**src/design/mcf_pkg.sv**
```systemverilog
// ----------------------------------------------------------------------------
// mcf_pkg: shared types and constants for the MP3 module command framer
// Frame layout constants, the per-cell byte slot type and the checksum.
// ----------------------------------------------------------------------------
package mcf_pkg;

  localparam int unsigned FRAME_LEN = 10;

  localparam logic [7:0] START_MARK   = 8'h7E;
  localparam logic [7:0] VERSION_MARK = 8'hFF;
  localparam logic [7:0] LENGTH_MARK  = 8'h06;
  localparam logic [7:0] FEEDBACK_OFF = 8'h00;
  localparam logic [7:0] PARAM_HIGH   = 8'h00;
  localparam logic [7:0] END_MARK     = 8'hEF;

  // one byte slot of the output chain
  typedef struct packed {
    logic       valid;
    logic [7:0] data;
    logic       last;
  } cell_t;

  localparam cell_t CELL_EMPTY = '{valid: 1'b0, data: 8'h00, last: 1'b0};

  // two's complement of version + length + command + feedback + param bytes
  function automatic logic [15:0] frame_checksum(input logic [7:0] cmd,
                                                 input logic [7:0] arg);
    logic [15:0] sum;
    sum = {8'h00, VERSION_MARK} + {8'h00, LENGTH_MARK} + {8'h00, cmd}
        + {8'h00, FEEDBACK_OFF} + {8'h00, PARAM_HIGH} + {8'h00, arg};
    return 16'(16'd0 - sum);
  endfunction

endpackage

```
**src/design/mcf_cell.sv**
```systemverilog
// ----------------------------------------------------------------------------
// mcf_cell: one byte slot of the frame output chain
// Loads its frame byte in parallel or takes its neighbor's slot on a shift.
// ----------------------------------------------------------------------------
module mcf_cell (
  input  logic           clk,
  input  logic           rst_n,
  input  logic           shift_en,
  input  logic           load_en,
  input  mcf_pkg::cell_t load_val,
  input  mcf_pkg::cell_t next_val,
  output mcf_pkg::cell_t q
);

  logic       valid_r, valid_nxt;
  logic [7:0] data_r,  data_nxt;
  logic       last_r,  last_nxt;

  always_comb begin
    valid_nxt = valid_r;
    data_nxt  = data_r;
    last_nxt  = last_r;
    if (load_en) begin
      valid_nxt = load_val.valid;
      data_nxt  = load_val.data;
      last_nxt  = load_val.last;
    end else if (shift_en) begin
      valid_nxt = next_val.valid;
      data_nxt  = next_val.data;
      last_nxt  = next_val.last;
    end
  end

  always_ff @(posedge clk) begin
    if (!rst_n) begin
      valid_r <= 1'b0;
    end else begin
      valid_r <= valid_nxt;
    end
  end

  // payload needs no reset
  always_ff @(posedge clk) begin
    data_r <= data_nxt;
    last_r <= last_nxt;
  end

  assign q = '{valid: valid_r, data: data_r, last: last_r};

endmodule

```
**src/design/mp3_module_command_framer.sv**
```systemverilog
// ----------------------------------------------------------------------------
// mp3_module_command_framer: serial command frame builder for an MP3 module
// Turns one command/argument transfer into the ten-byte player frame.
// ----------------------------------------------------------------------------
// Latency: the start byte is on out_tdata the cycle after the input transfer.
// Throughput: one byte per output transfer; the ten-cell output chain takes the
//   next command in the same cycle the end byte of the previous one leaves.
// Reset: synchronous active-low rst_n empties the chain (valid bits cleared).
module mp3_module_command_framer (
  input  logic        clk,
  input  logic        rst_n,
  // input channel
  input  logic        in_tvalid,
  output logic        in_tready,
  input  logic [15:0] in_tdata,   // [7:0] command, [15:8] argument
  // result channel
  output logic        out_tvalid,
  input  logic        out_tready,
  output logic [7:0]  out_tdata,  // [7:0] tx_byte
  output logic        out_tlast   // frame_end
);

  localparam int unsigned N = mcf_pkg::FRAME_LEN;

  mcf_pkg::cell_t chain   [N];
  mcf_pkg::cell_t load_v  [N];
  logic [N-1:0]   vld;

  logic        shift_en;
  logic        load_en;
  logic [15:0] chk;
  logic [7:0]  cmd, arg;

  assign cmd = in_tdata[7:0];
  assign arg = in_tdata[15:8];
  assign chk = mcf_pkg::frame_checksum(cmd, arg);

  // Chain advances whenever the head is taken or empty. Bytes are packed
  // from cell 0 up, so cell 1 empty means only the head may still hold data.
  assign shift_en  = out_tready || !chain[0].valid;
  assign in_tready = !chain[1].valid && shift_en;
  assign load_en   = in_tvalid && in_tready;

  // frame bytes in transmit order; cell 0 goes out first
  always_comb begin
    load_v[0] = '{valid: 1'b1, data: mcf_pkg::START_MARK,   last: 1'b0};
    load_v[1] = '{valid: 1'b1, data: mcf_pkg::VERSION_MARK, last: 1'b0};
    load_v[2] = '{valid: 1'b1, data: mcf_pkg::LENGTH_MARK,  last: 1'b0};
    load_v[3] = '{valid: 1'b1, data: cmd,                   last: 1'b0};
    load_v[4] = '{valid: 1'b1, data: mcf_pkg::FEEDBACK_OFF, last: 1'b0};
    load_v[5] = '{valid: 1'b1, data: mcf_pkg::PARAM_HIGH,   last: 1'b0};
    load_v[6] = '{valid: 1'b1, data: arg,                   last: 1'b0};
    load_v[7] = '{valid: 1'b1, data: chk[15:8],             last: 1'b0};
    load_v[8] = '{valid: 1'b1, data: chk[7:0],              last: 1'b0};
    load_v[9] = '{valid: 1'b1, data: mcf_pkg::END_MARK,     last: 1'b1};
  end

  // each cell pulls from its upper neighbor; the top cell pulls an empty slot
  for (genvar i = 0; i < N; i++) begin : g_cell
    mcf_pkg::cell_t nbr;
    if (i == N - 1) begin : g_top
      assign nbr = mcf_pkg::CELL_EMPTY;
    end else begin : g_mid
      assign nbr = chain[i+1];
    end

    mcf_cell u_cell (
      .clk      (clk),
      .rst_n    (rst_n),
      .shift_en (shift_en),
      .load_en  (load_en),
      .load_val (load_v[i]),
      .next_val (nbr),
      .q        (chain[i])
    );

    assign vld[i] = chain[i].valid;
  end

  assign out_tvalid = chain[0].valid;
  assign out_tdata  = chain[0].data;
  assign out_tlast  = chain[0].last;

  // a new command always shows its start byte next cycle
  a_start_after_load: assert property (@(posedge clk) disable iff (!rst_n)
    load_en |=> out_tvalid && out_tdata == mcf_pkg::START_MARK && !out_tlast)
    else $error("start byte missing after command transfer");

  // occupied cells stay packed toward the head
  a_packed: assert property (@(posedge clk) disable iff (!rst_n)
    (vld[N-1:1] & ~vld[N-2:0]) == '0)
    else $error("gap in output chain");

  // the end byte is the only byte left when it is at the head
  a_last_alone: assert property (@(posedge clk) disable iff (!rst_n)
    out_tvalid && out_tlast |-> vld[N-1:1] == '0)
    else $error("bytes behind frame end");

  // a frame never stops short of its end byte
  a_no_truncate: assert property (@(posedge clk) disable iff (!rst_n)
    out_tvalid && !out_tlast |-> vld[1])
    else $error("frame truncated");

endmodule

```
**config.mk**
```make
export PLATFORM = sky130hd
export DESIGN_NAME = mp3_module_command_framer
export DESIGN_NICKNAME = d
export VERILOG_FILES = /design/src/design/mcf_pkg.sv /design/src/design/mcf_cell.sv /design/src/design/mp3_module_command_framer.sv
export SDC_FILE = /design/constraint.sdc
export NUM_CORES = 1
export LEC_CHECK = 0
export ABC_AREA = 1
export BUFFER_PORTS_ARGS = -buffer_cell sky130_fd_sc_hd__clkbuf_2
export CORE_UTILIZATION = 35
export CTS_BUF_LIST = sky130_fd_sc_hd__clkbuf_8 sky130_fd_sc_hd__clkbuf_16
export CTS_CLUSTER_DIAMETER = 150
export DETAILED_ROUTE_END_ITERATION = 6
export PLACE_DENSITY_LB_ADDON = 0.15
export SYNTH_ARGS = -nofsm -noshare
export SYNTH_HDL_FRONTEND = slang
export SYNTH_SLANG_ARGS = --single-unit
```
**constraint.sdc**
```tcl
create_clock -name clk -period 2.35 [get_ports clk]
set_input_delay 0.47 -clock clk [delete_from_list [all_inputs] [get_ports clk]]
set_output_delay 0.47 -clock clk [all_outputs]
set_load 0.01 [all_outputs]
```
Yosys cells after proc, flatten, opt, wreduce, memory -nomap -nowiden
Cells that the tools add are included.
Widths: inputs -> output; s select.
- reduce and logical (&&, ||, !) cells: 6
- muxes and demuxes: 28
- add/subtract/negate cells: 3
- operators with widths (operator ; number):
    $mux 8 ; 8
    $mux 1 ; 20
    $sub 1x11->12 const A ; 1
    $add 10x8->11 ; 1
    $add 9x8->10 const A ; 1
    $logic_and 1x1->1 ; 2
    $logic_not 1->1 ; 2
    $reduce_bool 2->1 ; 1
    $logic_or 1x1->1 ; 1
- bits in registers: 99
- input port bits: 20
- word-level logic and storage cells: 67

Longest topological paths before layout
- word-level depth: 5
- mapped depth: 11

Modules after synthesis
From an unflattened synthesis, not the netlist that was laid out.
- cell total of the unflattened synthesis: 581
- area, all modules: 5213.8 sq um
- modules (own cells, without submodules) (module ; cells an instance ; instances ; sequential area each (sq um) ; area an instance (sq um)):
    mcf_cell ; 49 ; 10 ; 290.3 ; 466.7
    mp3_module_command_framer ; 91 ; 1 ; 0.0 ; 546.8

Worst setup path after synthesis
OpenSTA, ideal clock, no wires.
- path kind: input -> register
- start point: input port in_tdata[1]
- end point: register g_cell[8].u_cell.data_r[7], data pin
- path slack: 0.284 ns
- library setup time: 0.257 ns
- stages on the path: 10
- arrival time: 1.809 ns
- buffers on the path: 0
- required time: 2.093 ns
- cells stage by stage: inv_1 -> ha_1 -> ha_1 -> fa_1 -> nand2_1 -> nand2_1 -> nand3_1 -> nand3_1 -> nand3_1 -> nand2_1
- word-level cells in the longest chain between the ends: 4
- RTL lines (element ; RTL line ; source):
    start, declared ; mp3_module_command_framer.sv:15 ; input logic [15:0] in_tdata,
    $add 9x8->10 ; mcf_pkg.sv:29 ; sum = {8'h00, VERSION_MARK} + {8'h00, LENGTH_MARK} + {8'h00, cmd}
    $add 10x8->11 ; mcf_pkg.sv:30 ; + {8'h00, FEEDBACK_OFF} + {8'h00, PARAM_HIGH} + {8'h00, arg};
    $sub 1x11->12 ; mcf_pkg.sv:31 ; return 16'(16'd0 - sum);
    $mux 8 ; mcf_cell.sv:23 ; if (load_en) begin
    via g_cell[8].u_cell.data_nxt[7] ; mcf_cell.sv:16 ; logic [7:0] data_r, data_nxt;
    end signal, assigned ; mcf_cell.sv:44 ; data_r <= data_nxt;
    end, declared ; mcf_cell.sv:16 ;
The timed path passes the listed nets, and every way through them passes these cells.
A chain may end at the register's enable or synchronous reset.

Worst setup path in the final report
Same ends and word-level chain as after synthesis.

==> flow_summary.toml <==
[setup_path]
cp_max_fo = 4
r2r_start = "g_cell[0].u_cell.valid_r$_SDFFE_PN0P_"
cp.arrival_ns = 2.05
crit_start = "in_tdata[1]"
crit_family = "adder cells"
cp_num_buf_inv = 2
crit_type = "primary input to flip-flop"
cp-start-kind = "primary input"
required_ns = 2.43
cp_slowest_cell = "fa_1"
cp_cell_sequence = "clkbuf_2 -> inv_1 -> ha_1 -> ha_1 -> fa_1 -> nand2_1 -> nand2_1 -> nand3_1 -> nand3_1 -> nand3_1 -> nand2_1"
end_kind = "flip-flop"
critPathMaxStageDelay_ns = 0.39

[die]
num_rows = 39
die_y_um = 110
ios = 31
initial_core_util_pct = 35.9
core_um2 = 11400
dieArea_um2 = 12200
die_w_um = 110

[pwr]
combPwrFrac_pct = 16.6
peakVddDrop_mv = 0.307
p_seq_share_pct = 51.1
leakage_nw = 2.38
power.density_nw_per_um2 = 860
p_switching_mw = 1.05
internal-power_mw = 2.93
p_sw_share_pct = 26.3
p_clk_share_pct = 32.2

[global_routing]
grt_antenna_before_repair = 0
grt_max_degree = 97
grt_usage_pct = 13.8
grt_first_pass_wirelength_mm = 12.8
grt_pass1_vias = 2842
grt.overflow.total = 0

[clock_tree]
clock_sinks = 92
ctsResizeCount = 0
cts_tree = "yes"
hold_buffers = 0
cts_root_buf = "clkbuf_16"
clk_latency_ns = 0.33
cts-htree-levels = 3
cts_buffer_depth = 2
numCtsBuffers = 9
post_cts_buffers = 0
clk_pin_slew_ns = 0.06

[sta]
rsz0062_at_grt = "false"
min_period_ns = 1.98
worst_pin_slew_ns = 0.617
slew_violations = 0
finalHoldViolations = 0
fin_tns_setup_ns = 0
fin_skew_ns = 0.00711
fin_crit_sh_pct = 84.1
timing.hold.ws_ns = 0.362
setup_violations = 0
max-slew-margin-rel_pct = 58.8
fmaxAchievable_mhz = 506

[synth]
synth_nets = 544
ys_ff_latch = 92
syn_area_um2 = 4100
avgSynthCellArea_um2 = 8.07
yosys.cell_types.count = 25
synth-warning-count = 0
synth_seq_area_share_pct = 52.7
syn_inst = 508

[status]
outcome = "completed"

[hold_path]
hp-start = "rst_n"
hp-class = "primary input to flip-flop"

[drt]
wl_mm = 7.39
drtPass1Iterations = 4
drt_iter0_markers = 167
vias = 3031
ant_nets = 0
wl_per_cell_um = 10.9
vias_per_cell = 4.46
remaining_drc_errors = 0

[place]
dp_hpwl_mm = 4.63
port_buffers = 30
place_congestion = 0.809

[cells_and_area]
area_growth_pct = 12.7
fillers = 1181
num-nets-final = 567
drive_above_1_share_pct = 9.89
antennaDiodeCount = 0

[job]
timing.max_cap.violations = 0
[cell usage after synthesis]
cell	n	area [µm²]
o31ai_1	1	7.51
buf_2	16	80.1
inv_1	85	319
nand3_4	1	17.5
ha_1	15	188
clkbuf_1	1	3.75
buf_4	4	30.0
nand2_4	1	11.3
nand3_1	12	60.1
buf_6	2	22.5
and2_1	1	6.26
fa_1	1	20.0
nand2_1	187	702
o211ai_1	14	105
o21ai_1	13	65.1
nor2_1	12	45.0
edfxtp_1	32	961
nand3b_1	1	7.51
nand4_1	1	6.26
dfxtp_1	60	1200
o21ai_0	26	130
inv_2	3	11.3
clkinv_1	1	3.75
or2_1	6	37.5
a21oi_1	12	60.1
[state kept, by name (all words and copies together), names as in the netlist]
register / cells
g_cell.u_cell.data_r: 73
g_cell.u_cell.last_r: 9
g_cell.u_cell.valid_r: 10
[metal layers]
layer / track usage, % / vias up / wire (µm)
met2: 21.4 / 36 / 3230
met5: 0 / - / 0
li1: - / 1621 / -
met4: 6.77 / 0 / 155
met1: 18.3 / 1363 / 3770
met3: 2.70 / 11 / 234
[worst reg2reg max path, delay by kind of cell, from the launching register on]
| family | cells | cell delay [ns] |
|---|---|---|
| and+or+nand+nor | 1 | 0.10 |
| buffers and inverters | 3 | 0.71 |
| DFF | 1 | 0.33 |
| AOI/OAI and AO/OA | 2 | 0.26 |
[layout by cell type (no fill, tap or decap)]
| cell type | netlist | routed |
|---|---|---|
| a21oi_1 | 12 | 12 |
| and2_1 | 1 | 1 |
| buf_12 | 0 | 2 |
| buf_4 | 4 | 3 |
| clkbuf_16 | 0 | 9 |
| clkbuf_2 | 0 | 30 |
| clkbuf_8 | 0 | 1 |
| clkinv_1 | 1 | 1 |
| clkinv_2 | 0 | 3 |
| dfxtp_1 | 60 | 60 |
| edfxtp_1 | 32 | 32 |
| fa_1 | 1 | 1 |
| ha_1 | 15 | 15 |
| inv_1 | 85 | 88 |
| inv_2 | 3 | 3 |
| nand2_1 | 187 | 187 |
| nand2_4 | 1 | 1 |
| nand3_1 | 12 | 12 |
| nand3_4 | 1 | 1 |
| nand3b_1 | 1 | 1 |
| nand4_1 | 1 | 1 |
| nor2_1 | 12 | 12 |
| o211ai_1 | 14 | 14 |
| o21ai_0 | 26 | 26 |
| o21ai_1 | 13 | 13 |
| o31ai_1 | 1 | 1 |
| or2_1 | 6 | 6 |
[path summary, 6_finish.rpt]
kind / end / slack [ns] / cells after the start
worst min-delay path: g_cell[0].u_cell.valid_r$_SDFFE_PN0P_ / 0.36 / 3
worst min register to register: g_cell[2].u_cell.data_r[2]$_SDFFE_PP1N_ / 0.46 / 2
worst max-delay path: g_cell[8].u_cell.data_r[7]$_DFFE_PP_ / 0.37 / 11
worst max register to register: g_cell[8].u_cell.valid_r$_SDFFE_PN0P_ / 0.82 / 6
[final cells by class]
type,count,area [µm²],area share [%]
repair buffers,35,213,4.60
clock inverters,6,26.3,0.568
multi-input cells,304,1470,31.8
well taps,143,179,3.87
flip-flops and latches,92,2160,46.8
clock buffers,10,239,5.17
inverters,89,334,7.23
[metrics by stage]
step / worst slack, ns / area, µm² / util, % / total power [mW] / instances
6_report: 0.375 / 4620 / 40.5 / 3.98 / 679
5_1_grt: 0.213 / 4620 / 40.5 / 4.25 / 679
4_1_cts: 0.360 / 4620 / 40.5 / 4.05 / 679
3_5_place_dp: 0.0249 / 4360 / 38.2 / 2.74 / 663
3_3_place_gp: 0.0691 / 4360 / 38.2 / 2.72 / 663
2_1_floorplan: 0.284 / 4100 / - / 2.56 / 508
[cells by family after synthesis]
logic type | Yosys count | synth area share, %
adders and majority gates | 16 | 5.06
AOI/OAI and AO/OA | 66 | 8.97
buffers and inverters | 112 | 11.5
DFF | 92 | 52.7
and+or+nand+nor | 222 | 21.8
[power by group through the flow]
stage	Combinational [mW]	Sequential (mW)	Clock, mW
after detailed placement	0.673	2.07	0
final	0.662	2.03	1.28
after global routing	0.791	2.06	1.40
after CTS	0.677	2.03	1.34
after global placement	0.659	2.06	0
after floorplan	0.503	2.06	0
No activity file was read; power rests on OpenSTA's default activity.
